<file path="config.mk">
export PLATFORM = sky130hd
export DESIGN_NAME = fet_queue
export DESIGN_NICKNAME = d
export VERILOG_FILES = /design/src/fet_pkg.sv /design/src/fet_queue.sv
export SDC_FILE = /design/constraint.sdc
export NUM_CORES = 1
export LEC_CHECK = 0
export ABC_AREA = 0
export ABC_CLOCK_PERIOD_IN_PS = 3880
export CAP_MARGIN = 10
export CELL_PAD_IN_SITES_DETAIL_PLACEMENT = 0
export CELL_PAD_IN_SITES_GLOBAL_PLACEMENT = 1
export CORE_UTILIZATION = 55
export DETAILED_ROUTE_END_ITERATION = 7
export DONT_BUFFER_PORTS = 1
export PLACE_DENSITY_LB_ADDON = 0.15
export SLEW_MARGIN = 5
export SYNTH_ARGS = -nofsm -noshare
export SYNTH_HDL_FRONTEND = slang
export SYNTH_SLANG_ARGS = --single-unit
</file>
<file path="constraint.sdc">
create_clock -name clk -period 3.88 [get_ports clk]
set_input_delay 0.388 -clock clk [delete_from_list [all_inputs] [get_ports clk]]
set_output_delay 0.388 -clock clk [all_outputs]
set_load 0.02 [all_outputs]
</file>
<file path="src/fet_pkg.sv">
// fet_pkg: shared types, constants and helpers for the fractal escape-time engine.
// No dependencies; the RTL files refer to it by scoped names, the testbench imports it.
package fet_pkg;

  localparam int MAX_ITER = 256;
  localparam int Q_W      = 32;
  localparam int FRAC     = 28;
  localparam int PW       = 2 * Q_W;
  localparam int ESC_BIT  = 58;
  localparam int COL_W    = 10;
  localparam int ROW_W    = 10;
  localparam int SC_W     = 9;
  localparam int EC_W     = 9;
  localparam int IDX_W    = 3;
  localparam int CFG_W    = 32;
  localparam int FP_W     = Q_W + COL_W + 1;
  localparam int SAT_W    = FP_W + 1;
  localparam int CNT_W    = ($clog2(MAX_ITER + 1) > SC_W) ? $clog2(MAX_ITER + 1) : SC_W;
  localparam int FQ_DEPTH = 4;
  localparam int FQ_AW    = $clog2(FQ_DEPTH);

  localparam logic [1:0] MODE_JULIA = 2'd1;
  localparam logic [1:0] MODE_SHIP  = 2'd2;

  typedef logic signed [Q_W-1:0] q_t;

  typedef enum logic [IDX_W-1:0] {
    REG_MODE     = 3'd0,
    REG_X_ORIGIN = 3'd1,
    REG_Y_ORIGIN = 3'd2,
    REG_X_STEP   = 3'd3,
    REG_Y_STEP   = 3'd4,
    REG_JULIA_RE = 3'd5,
    REG_JULIA_IM = 3'd6
  } cfg_idx_t;

  typedef struct packed {
    logic [1:0] fractal_mode;
    q_t         x_origin;
    q_t         y_origin;
    q_t         x_step;
    q_t         y_step;
    q_t         julia_const_re;
    q_t         julia_const_im;
  } cfg_t;

  typedef struct packed {
    q_t               zr;
    q_t               zi;
    q_t               cr;
    q_t               ci;
    logic             ship;
    logic [CNT_W-1:0] count;
  } job_t;

  typedef enum logic [1:0] {
    E_IDLE,
    E_MUL,
    E_ADD,
    E_HOLD
  } eng_state_t;

  localparam logic signed [SAT_W-1:0] Q_MAX_W =
    {{(SAT_W-Q_W+1){1'b0}}, {(Q_W-1){1'b1}}};
  localparam logic signed [SAT_W-1:0] Q_MIN_W =
    {{(SAT_W-Q_W+1){1'b1}}, {(Q_W-1){1'b0}}};

  function automatic q_t sat_q(input logic signed [SAT_W-1:0] v);
    q_t res;
    if (v > Q_MAX_W) begin
      res = {1'b0, {(Q_W-1){1'b1}}};
    end else if (v < Q_MIN_W) begin
      res = {1'b1, {(Q_W-1){1'b0}}};
    end else begin
      res = v[Q_W-1:0];
    end
    return res;
  endfunction

endpackage

</file>
<file path="src/fet_queue.sv">
// fet_queue: small job FIFO between the mapping front end and the iteration engine.
// Depends on fet_pkg (job_t, FQ_DEPTH).
module fet_queue (
  input  logic          clk,
  input  logic          rst_n,
  input  logic          wr_valid,
  output logic          wr_ready,
  input  fet_pkg::job_t wr_job,
  output logic          rd_valid,
  input  logic          rd_ready,
  output fet_pkg::job_t rd_job
);

  fet_pkg::job_t                mem_r [fet_pkg::FQ_DEPTH];
  logic [fet_pkg::FQ_AW-1:0]    wptr_r, wptr_nxt;
  logic [fet_pkg::FQ_AW-1:0]    rptr_r, rptr_nxt;
  logic [fet_pkg::FQ_AW:0]      fill_r, fill_nxt;
  logic                         push, pop;

  assign wr_ready = (fill_r != (fet_pkg::FQ_AW+1)'(fet_pkg::FQ_DEPTH));
  assign rd_valid = (fill_r != '0);
  assign rd_job   = mem_r[rptr_r];
  assign push     = wr_valid && wr_ready;
  assign pop      = rd_valid && rd_ready;

  always_comb begin
    wptr_nxt = wptr_r;
    rptr_nxt = rptr_r;
    fill_nxt = fill_r;
    if (push) begin
      wptr_nxt = (wptr_r == fet_pkg::FQ_AW'(fet_pkg::FQ_DEPTH-1)) ? '0 : wptr_r + 1'b1;
    end
    if (pop) begin
      rptr_nxt = (rptr_r == fet_pkg::FQ_AW'(fet_pkg::FQ_DEPTH-1)) ? '0 : rptr_r + 1'b1;
    end
    if (push && !pop) begin
      fill_nxt = fill_r + 1'b1;
    end else if (pop && !push) begin
      fill_nxt = fill_r - 1'b1;
    end
  end

  always_ff @(posedge clk) begin
    if (!rst_n) begin
      wptr_r <= '0;
      rptr_r <= '0;
      fill_r <= '0;
    end else begin
      wptr_r <= wptr_nxt;
      rptr_r <= rptr_nxt;
      fill_r <= fill_nxt;
    end
  end

  always_ff @(posedge clk) begin
    if (push) begin
      mem_r[wptr_r] <= wr_job;
    end
  end

endmodule

</file>
==> After elaboration in Yosys (flattened, before gate mapping) <==
Memory sizes are Yosys's and may differ from the RTL's. A register that Yosys moved wholly into a read port is not among the register bits.
Index checks and enable logic that the tools add are counted.
{ "totals": {"output_inout_bits": 140, "word_cells": 27, "memories": 1, "inputBits": 142, "mem_bits_rw": 552, "regBits": 7} }
{ "memory_table": {"columns": ["memory", "depth", "word_bits", "read_ports", "rd_clocked_by_memory_dff", "wr", "line", "text"], "rows": [
  ["mem_r", 4, 138, 1, 1, 1, "fet_queue.sv:14", "fet_pkg::job_t mem_r [fet_pkg::FQ_DEPTH];"]
]} }
{ "classes": {"eq_ne": 3, "reduce_logical": 8, "add_sub_neg": 4, "mux": 8} }
{ "ops": {"columns": ["operator", "n"], "rows": [
  ["$mux W2", 4],
  ["$mux W3", 2],
  ["$add A2 B1 Y2 const B", 2],
  ["$eq A2 B2 Y1 const B", 2],
  ["$logic_and A1 B1 Y1", 4],
  ["$add A3 B1 Y3 const B", 1],
  ["$ne A3 B3 Y1 const B", 1],
  ["$reduce_bool A3 Y1", 1],
  ["$sub A3 B1 Y3 const B", 1],
  ["$logic_not A1 Y1", 2],
  ["$mux W1", 2],
  ["$reduce_bool A2 Y1", 1]
]} }

==> Longest topological paths before layout <==
Gate-level depths: netlist (run 1).
{ "depth": {"depth_word": 6, "mapped_depth": 9, "mapped_depth_nobuf": 8} }

==> Worst setup path before layout (run 1) <==
Ideal clock, no wire load.
{ "synth_timing": {"kind": "reg-to-reg", "start": "register fill_r[0] in the netlist's numbering", "end": "memory mem_r[0][0] in the netlist's numbering, enable pin", "n_path_buf": 1, "t_arrival_ns": 2.404, "setup_ns": 0.436, "period_less_slack_ns": 2.840, "stages_incl_launch_ff": 4, "required_time_ns": 3.444, "slack_ns": 1.040, "cell_sequence": "dfxtp_1 > or3b_1 > buf_6 > and3_2"} }
{ "synth_between": {"elab_chain_cells": 4} }
{ "synth_rtl": {"columns": ["item", "line", "text"], "rows": [
  ["from (decl)", "fet_queue.sv:17", "logic [fet_pkg::FQ_AW:0] fill_r, fill_nxt;"],
  ["from (signal assigned)", "fet_queue.sv:51", "fill_r <= fill_nxt;"],
  ["$ne A3 B3 Y1", "fet_queue.sv:20", "assign wr_ready = (fill_r != (fet_pkg::FQ_AW+1)'(fet_pkg::FQ_DEPTH));"],
  ["net wr_ready", "fet_queue.sv:7", "output logic wr_ready,"],
  ["$logic_and A1 B1 Y1", "fet_queue.sv:23", "assign push = wr_valid && wr_ready;"],
  ["$mux W1", "fet_queue.sv:56", "if (push) begin"],
  ["$mux W1 (not written as such)", "fet_queue.sv:57", "mem_r[wptr_r] <= wr_job;"],
  ["to (decl)", "fet_queue.sv:14", null]
]} }
The timed path passes the listed nets, and every way through them passes these cells.

==> results of run 1 <==
## state kept, by name (all words and copies together), names as in the netlist, named ones only
name / cells
fill_r: 3
mem_r: 552
rptr_r: 2
wptr_r: 2
## cells in the final DEF, fill, tap and decap left out, types with 3 or more instances in the layout
cell / netlist / layout
edfxtp_1: 552 / 552
dlygate4sd3_1: 0 / 140
mux4_2: 138 / 138
clkbuf_16: 0 / 55
clkinv_1: 0 / 15
clkbuf_1: 3 / 12
clkinv_2: 0 / 11
buf_12: 0 / 8
buf_4: 1 / 8
dfxtp_1: 9 / 7
ha_1: 6 / 6
nand2_1: 5 / 5
and3_4: 0 / 4
bufinv_16: 0 / 4
inv_1: 3 / 3
o21ai_0: 3 / 3
## stage by stage
stage,util,cell area [µm²]
floorplan,-,20400
global placement,0.573,21000
detailed placement,0.573,21000
CTS,0.657,24100
global route,0.657,24100
finish,0.658,24100
## what timing repair did
| action | 4_1_cts | 5_1_grt |
|---|---|---|
| endpoints found under the hold margin | 561 | 0 |
| hold buffers | 140 | 0 |
| resized for setup | 0 | 0 |
## final cells by class
type | instances | area, µm² | share of cell area
Tap cell | 468 | 586 | 0.0243
Inverter | 3 | 11.3 | 0.000468
Antenna cell | 2 | 5.00 | 0.000208
Clock buffer | 67 | 1420 | 0.0590
Timing Repair Buffer | 156 | 1620 | 0.0674
Sequential cell | 561 | 16800 | 0.696
Multi-Input combinational cell | 175 | 3410 | 0.142
Clock inverter | 33 | 256 | 0.0107
## kinds of logic after synthesis
family,count (synthesis),share of synthesized area
flops,561,0.821
mux,140,0.153
buf+inv,36,0.0132
simple gates,20,0.00576
fa+ha+maj,7,0.00466
compound gates,6,0.00172
xor+xnor,2,0.000858
## power by group through the flow
stage / logic (µW) / clock network (µW) / registers (µW)
2_1_floorplan: 2650 / 0 / 7590
3_3_place_gp: 3060 / 0 / 7680
3_5_place_dp: 3090 / 0 / 7740
4_1_cts: 3280 / 5060 / 7610
5_1_grt: 3380 / 5280 / 7650
6_report: 3210 / 4950 / 7590
## worst max-delay path by stage
stage	start	endpoint	slack, ns	depth (start not counted)
2_1_floorplan	fill_r[0]	mem_r[0][0]	1.04	3
3_3_place_gp	fill_r[0]	fill_r[2]	1.41	8
3_5_place_dp	fill_r[0]	fill_r[2]	1.34	8
4_1_cts	register	rd_job[134]	0.90	2
5_1_grt	register	rd_job[130]	0.80	2
6_report	register	rd_job[130]	0.99	2
## per-layer routing
metal / up-vias / global-route usage / wire [µm]
met5: - / 0 / 41
met4: 6 / 0.0732 / 901
met3: 69 / 0.0512 / 2690
met2: 276 / 0.334 / 19000
met1: 4583 / 0.257 / 14500
li1: 3715 / - / -
==> run metrics, run 1 <==
clk_lat worst skew=0.59 ns; max cap viols=0; drt initial violations=456; critical path capture point type=primary output; critical path's slowest cell=dfxtp_4; worst hold stages=2; CP max stage delay=0.74 ns; fmax=346 MHz; hold path endpoint=wptr_r[1]; die height=195 µm; I/O Pins=282; Final #Nets=1101; DR vias/cell=5.90; reg2reg setup slack=1.31 ns; Min Hold Slack=0.0744 ns; register bit total from synthesis=561; Num CTS Buffers=55; total number of vias=8649; final setup margin=0.990 ns; gr usage total=0.200; Max VDD drop=0.000505 V; router iterations before antenna repair=4; H-tree depth=2; outcome=finished clean; Gate power share=0.204; CTS sink cnt=561; CTS tree=done; Slew headroom=0.382; Synth area leader=edfxtp_1; first-pass GRT wire length=56100 µm; Clock Path Buffers=3; Yosys cell types=27; Seq pwr share=0.482; async set or reset register ratio after synthesis=0; CP bufs+invs=1; top-area cell type share of the netlist area=0.812; kind of cell adding the most delay to the critical path=flip-flops; critical path cell sequence=buf_4 > mux4_2; cells on worst reg2reg path=8; Placer Congestion=0.741; Fin Setup TNS=0 ns; Power Dens Cells=654 nW/µm²; # port buffers=0; worst reg2reg startpoint=fill_r[0]; Die Area=37900 µm²; Worst EP required=3.49 ns; P&R area growth vs syn=17.9%; total setup buffers inserted after CTS=0; Hold Path Class=input pin to register; Fillers=2329; Gate Count Post-Synth=772; layout cells sized above 1=0.237; syn nets=921; Residual DRC=0; Max FO, Critical Path=30; Int Pwr=11400 µW; fin. max-slew vios=0; Placement Rows=70; Initial Util=0.558; vias in the first global route=9189; YS warnings=0; Area contributors post-synth=edfxtp_1 81%, mux4_2 15%, dfxtp_1 0.88%; Sw Ratio=0.276; Final Power=15800 µW; Layout Cells excl Fill=1465; register area share after synthesis=0.821; Post-DP HPWL=21900 µm; Static Leak=0.00751 µW; Total Wirelength=37100 µm; Die X=195 µm; worst hold path startpoint=wr_valid; RR Endpoint=fill_r[2]; Slew @ Worst Pin=0.926 ns; crit start category=register; clk_skew=0.0189 ns; initial antenna violation count=5; Core Area=36600 µm²; CTS clock-pin slew for the worst setup and hold paths=0.06 ns; most frequent cells after synthesis=552 x edfxtp_1, 138 x mux4_2, 15 x buf_6; Mapped Area=20400 µm²; cell count after placement=1223; Final ANT Viol Nets=0; largest net degree at the start of global routing=66; grt ovf=0; final setup violation count=0; ys flop type=edfxtp_1; WL/cell=25.4 µm; Setup Crit Path Kind=register to primary output; pre-CTS WS=1.34 ns; Sw Pwr=4350 µW; fin crit share=0.745; Post-Syn Area per Cell=26.4 µm²; clock power share=0.314; WP data arrival=2.50 ns; final hold violation count=0; number of synthesized flops with an enable pin=552; RSZ-0062 raised after global routing=no; min Tclk post-route=2.89 ns; most common cell in the netlist=edfxtp_1; Clock Tree Root=clkbuf_16
No activity file was read; power rests on OpenSTA's default activity.
==> inputs of run 2 (changes only) <==
ABC_CLOCK_PERIOD_IN_PS = 2300   (was 3880)
CORE_UTILIZATION = 50   (was 55)
clock period = 2.3 ns   (was 3.88 ns; I/O delays follow)
==> run 2 against run 1 <==
Compared with the run above:
- sequential power rose by 67%
- combinational power rose by 81%
- count of clock-buffer cells in the layout did not move
- via count shrank 1.0%
- register-to-register slack got worse by 1.2 ns
- cell count grew 4.8%
- setup slack worse by 0.95 ns
- critical endpoint is now rd_job[75]
- cell area grew 1.3%
- clock skew fell by 0.0015 ns
- hold slack got worse by 0.025 ns
- clock power rose by 68%
- non-clock buffer count grew 16
==> run metrics, run 2 (synthesized netlist as in run 1, its figures left out) <==
largest net degree at the start of global routing=100 (+52%); fmax=443 MHz; largest registers=mem_r (552), fill_r (3); H-tree depth=2 (unchanged); Fin Setup TNS=0 ns (unchanged); WL/cell=24.9 µm (-1.8%); Sw Pwr=7400 µW (+70%); Final Power=26800 µW (+70%); Gate power share=0.217 (+0.013); Post-DP HPWL=23500 µm (+7.2%); Power Dens Cells=1100 nW/µm² (+68%); max cap viols=0 (unchanged); first-pass GRT wire length=57700 µm (+2.8%); Residual DRC=0 (unchanged); outcome=finished clean; Fillers=2666 (+14%); Num CTS Buffers=54 (-1.8%); P&R area growth vs syn=19.5%; drt initial violations=428 (-6.1%); met3 wire len=2900 µm (+7.8%); Initial Util=0.510 (-0.0473); Clock Path Buffers=3 (unchanged); FF/Latch Area=16800 µm² (about the same); fin crit share=0.983; router iterations before antenna repair=6 (+2); WL met2=19600 µm (+3.1%); Final ANT Viol Nets=0 (unchanged); Die X=204 µm (+4.8%); Final #Nets=1116 (+1.4%); Max FO, Critical Path=99 (+230%); Clock Tree Root=clkbuf_16; area of the multi-input gates=3410 µm² (+0.15%); critical path capture point type=primary output; crit start category=register; Total Wirelength=38200 µm (+2.9%); Area after DPL=21300 µm² (+1.4%); Reg with most FFs=mem_r; CTS sink cnt=561 (unchanged); highest layer used for signal routing=met5; total setup buffers inserted after CTS=0 (unchanged); # port buffers=0 (unchanged); clk_skew=0.0174 ns (-0.00153 ns); Slew @ Worst Pin=0.656 ns (-0.271 ns); reg2reg setup slack=0.14 ns (-1.17 ns); DRT met1 WL=14800 µm (+2.2%); Min Hold Slack=0.0493 ns (-0.0252 ns); commonest non-fill, non-tap cells in the layout=552 x edfxtp_1, 141 x dlygate4sd3_1, 138 x mux4_2; I/O Pins=282 (unchanged); CTS clock-pin slew for the worst setup and hold paths=0.06 ns (about the same); Sw Ratio=0.276 (-0.000346); Core Area=40000 µm² (+9.3%); Max VDD drop=0.000804 V (+59%); pre-CTS WS=0.0935 ns (-1.24 ns); CTS tree=done; Hold Path Class=input pin to register; Static Leak=0.00762 µW (+1.3%); vias in the first global route=9365 (+1.9%); total number of vias=8561 (-1.0%); Placement Rows=73 (+4.3%); initial antenna violation count=3 (-2); Setup Crit Path Kind=register to primary output; RSZ-0062 raised after global routing=yes; max reg flops=552 (unchanged); grt ovf=0 (unchanged); fin. max-slew vios=0 (unchanged); final setup violation count=0 (unchanged); DR vias/cell=5.58 (-5.5%); Die Area=41600 µm² (+9.9%); final hold violation count=0 (unchanged); most common cell after layout, fill and taps aside=edfxtp_1; Placer Congestion=0.754 (+1.8%); Slew headroom=0.563 (+0.181); Design Area, Final=24400 µm² (+1.3%); clock power share=0.310 (-0.004); layout cells sized above 1=0.251 (+0.0141); die height=204 µm (+4.8%); final setup margin=0.0401 ns (-0.950 ns); min Tclk post-route=2.26 ns; Worst EP required=2.07 ns (-1.42 ns); Seq pwr share=0.472 (-0.010); WP data arrival=2.03 ns (-0.47 ns); gr usage total=0.188 (-0.0120); Int Pwr=19400 µW (+70%); clk_lat worst skew=0.59 ns (about the same)
-- run 2: cell types whose count changed in the layout (fill, tap and decap cells not counted), moves of 2 or more --
cell,change
clkinv_2,-4
dfxtp_1,-2
buf_4,+6
buf_12,+7
dfxtp_2,+2
clkinv_1,-3
clkinvlp_4,+2
buf_16,+2
-- run 2: final timing paths --
check,from,to,cells after the start
max,register,rd_job[75],2
min,wr_valid,mem_r[0][121],1
max reg2reg,fill_r[2],fill_r[2],8
min reg2reg,wptr_r[1],wptr_r[1],2
-- run 2: power by group through the flow --
| stage | Sequential (µW) | Clock (µW) | Combinational [µW] |
|---|---|---|---|
| floorplan | 12800 | 0 | 4480 |
| global placement | 12800 | 0 | 5580 |
| detailed placement | 12900 | 0 | 5620 |
| CTS | 12700 | 8540 | 5970 |
| global route | 12700 | 8880 | 6180 |
| finish | 12700 | 8320 | 5820 |
-- run 2: metrics by stage --
step | std cells | util
after detailed placement | 1295 | 0.532
final | 1535 | 0.610
after floorplan | 772 | -
after CTS | 1532 | 0.609
after global routing | 1534 | 0.610
after global placement | 1295 | 0.532
-- run 2: area by class of cell --
| type | count | share of cell area |
|---|---|---|
| Sequential cell | 561 | 0.687 |
| Multi-Input combinational cell | 175 | 0.140 |
| Timing Repair Buffer | 172 | 0.0767 |
| Clock buffer | 67 | 0.0583 |
| Tap cell | 525 | 0.0269 |
| Clock inverter | 29 | 0.0102 |
| Inverter | 3 | 0.000462 |
| Antenna cell | 3 | 0.000308 |
-- run 2: critical path, stage by stage, from the launching register on --
cell     delay (ns)
dfxtp_4        0.37
buf_16         0.37
mux4_2         0.52
-- run 2: per-layer routing --
metal / vias up / GRT usage
met2: 245 / 0.317
met4: 2 / 0.0552
li1: 3750 / -
met3: 66 / 0.0614
met5: - / 0
met1: 4498 / 0.234
-- run 2: what timing repair did --
action | 4_1_cts | 5_1_grt
gates resized for setup | 1 | 4
endpoints found under the setup margin | 17 | 106
endpoints found under the hold margin | 564 | 0
hold buffers | 141 | 0
==> inputs of run 3 (changes only) <==
ABC_CLOCK_PERIOD_IN_PS = 2700   (was 2300)
CORE_UTILIZATION = 60   (was 50)
clock period = 2.7 ns   (was 2.3 ns; I/O delays follow)
==> run 3 against run 2 <==
Compared with the run above:
- non-clock buffer count fell by 9
- largest power group unchanged
- core utilization rose by 11 points
- via count rose by 1.0%
- global-route usage rose by 3.2 points
- routed wire length fell by 3.1%
- register-to-register slack improved by 0.37 ns
- critical endpoint is now rd_job[124]
- hold slack improved by 0.0049 ns
==> run metrics, run 3 (synthesized netlist as in run 1, its figures left out) <==
grt ovf=0 (unchanged); Die Area=34800 µm² (-17%); max reg flops=552 (unchanged); clock power share=0.303 (-0.007); fin crit share=0.872; CTS sink cnt=561 (unchanged); fin. max-slew vios=0 (unchanged); Die X=186 µm (-8.6%); WP data arrival=2.08 ns (+0.05 ns); Placer Congestion=0.741 (-1.7%); Clock Tree Root=clkbuf_16; CTS clock-pin slew for the worst setup and hold paths=0.06 ns (about the same); outcome=finished clean; die height=186 µm (-8.6%); Fin Setup TNS=0 ns (unchanged); Fillers=1911 (-28%); Placement Rows=67 (-8.2%); CTS tree=done; Power Dens Cells=929 nW/µm² (-15%); Setup Crit Path Kind=register to primary output; layout cells sized above 1=0.244 (-0.00751); Total Wirelength=37000 µm (-3.1%); Core Area=33500 µm² (-16%); Sw Pwr=6180 µW (-16%); DR vias/cell=5.98 (+7.1%); P&R area growth vs syn=18.0%; critical path capture point type=primary output; gr usage total=0.221 (+0.0322); crit start category=register; Slew @ Worst Pin=0.477 ns (-0.179 ns); fmax=425 MHz; RSZ-0062 raised after global routing=no; most common cell after layout, fill and taps aside=edfxtp_1; largest registers=mem_r (552), fill_r (3); total number of vias=8647 (+1.0%); Num CTS Buffers=52 (-3.7%); min Tclk post-route=2.35 ns; Gate power share=0.214 (-0.003); vias in the first global route=9500 (+1.4%); Final #Nets=1105 (-0.99%); Sw Ratio=0.276 (about the same); final setup violation count=0 (unchanged); Max FO, Critical Path=19 (-81%); Worst EP required=2.43 ns (+0.36 ns); Layout Cells excl Fill=1447 (-5.7%); first-pass GRT wire length=57100 µm (-1.0%); cell count after placement=1210 (-6.6%); WL/cell=25.6 µm (+2.8%); Clock Path Buffers=3 (unchanged); Reg with most FFs=mem_r; Int Pwr=16200 µW (-16%); Residual DRC=0 (unchanged); Final ANT Viol Nets=0 (unchanged); clk_skew=0.0106 ns (-0.00681 ns); Slew headroom=0.682 (+0.119); clk_lat worst skew=0.56 ns (-0.03 ns); Post-DP HPWL=22000 µm (-6.3%); I/O Pins=282 (unchanged); # port buffers=0 (unchanged); Hold Path Class=input pin to register; pre-CTS WS=0.491 ns (+0.398 ns); final setup margin=0.347 ns (+0.307 ns); Max VDD drop=0.000552 V (-31%); max cap viols=0 (unchanged); Static Leak=0.00752 µW (-1.2%); commonest non-fill, non-tap cells in the layout=552 x edfxtp_1, 140 x dlygate4sd3_1, 138 x mux4_2; H-tree depth=2 (unchanged); Initial Util=0.609 (+0.0985); final hold violation count=0 (unchanged); router iterations before antenna repair=5 (-1); initial antenna violation count=3 (unchanged); largest net degree at the start of global routing=71 (-29%); Seq pwr share=0.483 (+0.011); drt initial violations=635 (+48%)
==> run 3: cell types whose count changed in the layout (fill, tap and decap cells not counted), moves of 2 or more <==
| cell | delta |
|---|---|
| dfxtp_1 | +2 |
| buf_4 | -5 |
| clkinv_2 | +4 |
| clkbuf_8 | +3 |
| inv_6 | -2 |
| clkbuf_16 | -2 |
| buf_16 | -2 |
| dfxtp_2 | -2 |
| bufinv_16 | -2 |
==> run 3: critical path: stages, from the launching register on <==
cell and delay, ns:
dfxtp_4 0.46, buf_4 0.39, mux4_2 0.67
==> run 3: final cells by class <==
class	instances	area [µm²]	area share
Antenna cell	2	5.00	0.000208
Clock buffer	67	1410	0.0585
Clock inverter	28	186	0.00774
Inverter	3	11.3	0.000467
Multi-Input combinational cell	175	3410	0.141
Sequential cell	561	16800	0.696
Tap cell	448	561	0.0233
Timing Repair Buffer	163	1750	0.0726
==> run 3: routing by layer <==
metal | global-route usage | up-vias | wire length [µm]
met4 | 0.0627 | 2 | 700
li1 | - | 3711 | -
met3 | 0.0623 | 57 | 2930
met2 | 0.374 | 309 | 19500
met1 | 0.283 | 4568 | 13900
met5 | 0 | - | 13
==> run 3: what timing repair did <==
item,in CTS,in global routing
buffers inserted,0,0
hold buffers,140,0
endpoints found under the hold margin,561,0
resized for setup,0,0
==> run 3: final timing paths <==
path / startpoint / to / slack [ns] / depth (start not counted)
setup / recovery: register / rd_job[124] / 0.35 / 2
hold / removal: wr_valid / mem_r[0][57] / 0.05 / 1
setup reg to reg: fill_r[0] / fill_r[2] / 0.51 / 7
hold reg to reg: wptr_r[1] / wptr_r[1] / 0.51 / 2
==> run 3: per-stage QoR <==
step	utilization	hold WS, ns	power [µW]	instance area, µm²
CTS	0.718	0.0361	22600	24100
global placement	0.629	0.369	15500	21100
detailed placement	0.629	0.369	15600	21100
global route	0.718	0.0330	23200	24100
finish	0.719	0.0542	22400	24100
floorplan	-	0.369	14700	20400
==> run 3: power by group through the flow <==
stage                     Clock [µW]  Combinational (µW)  Sequential (µW)
final                           6780                4800            10800
after global routing            7250                5060            10900
after detailed placement           0                4630            11000
after global placement             0                4560            10900
after CTS                       6920                4900            10800
after floorplan                    0                3810            10900
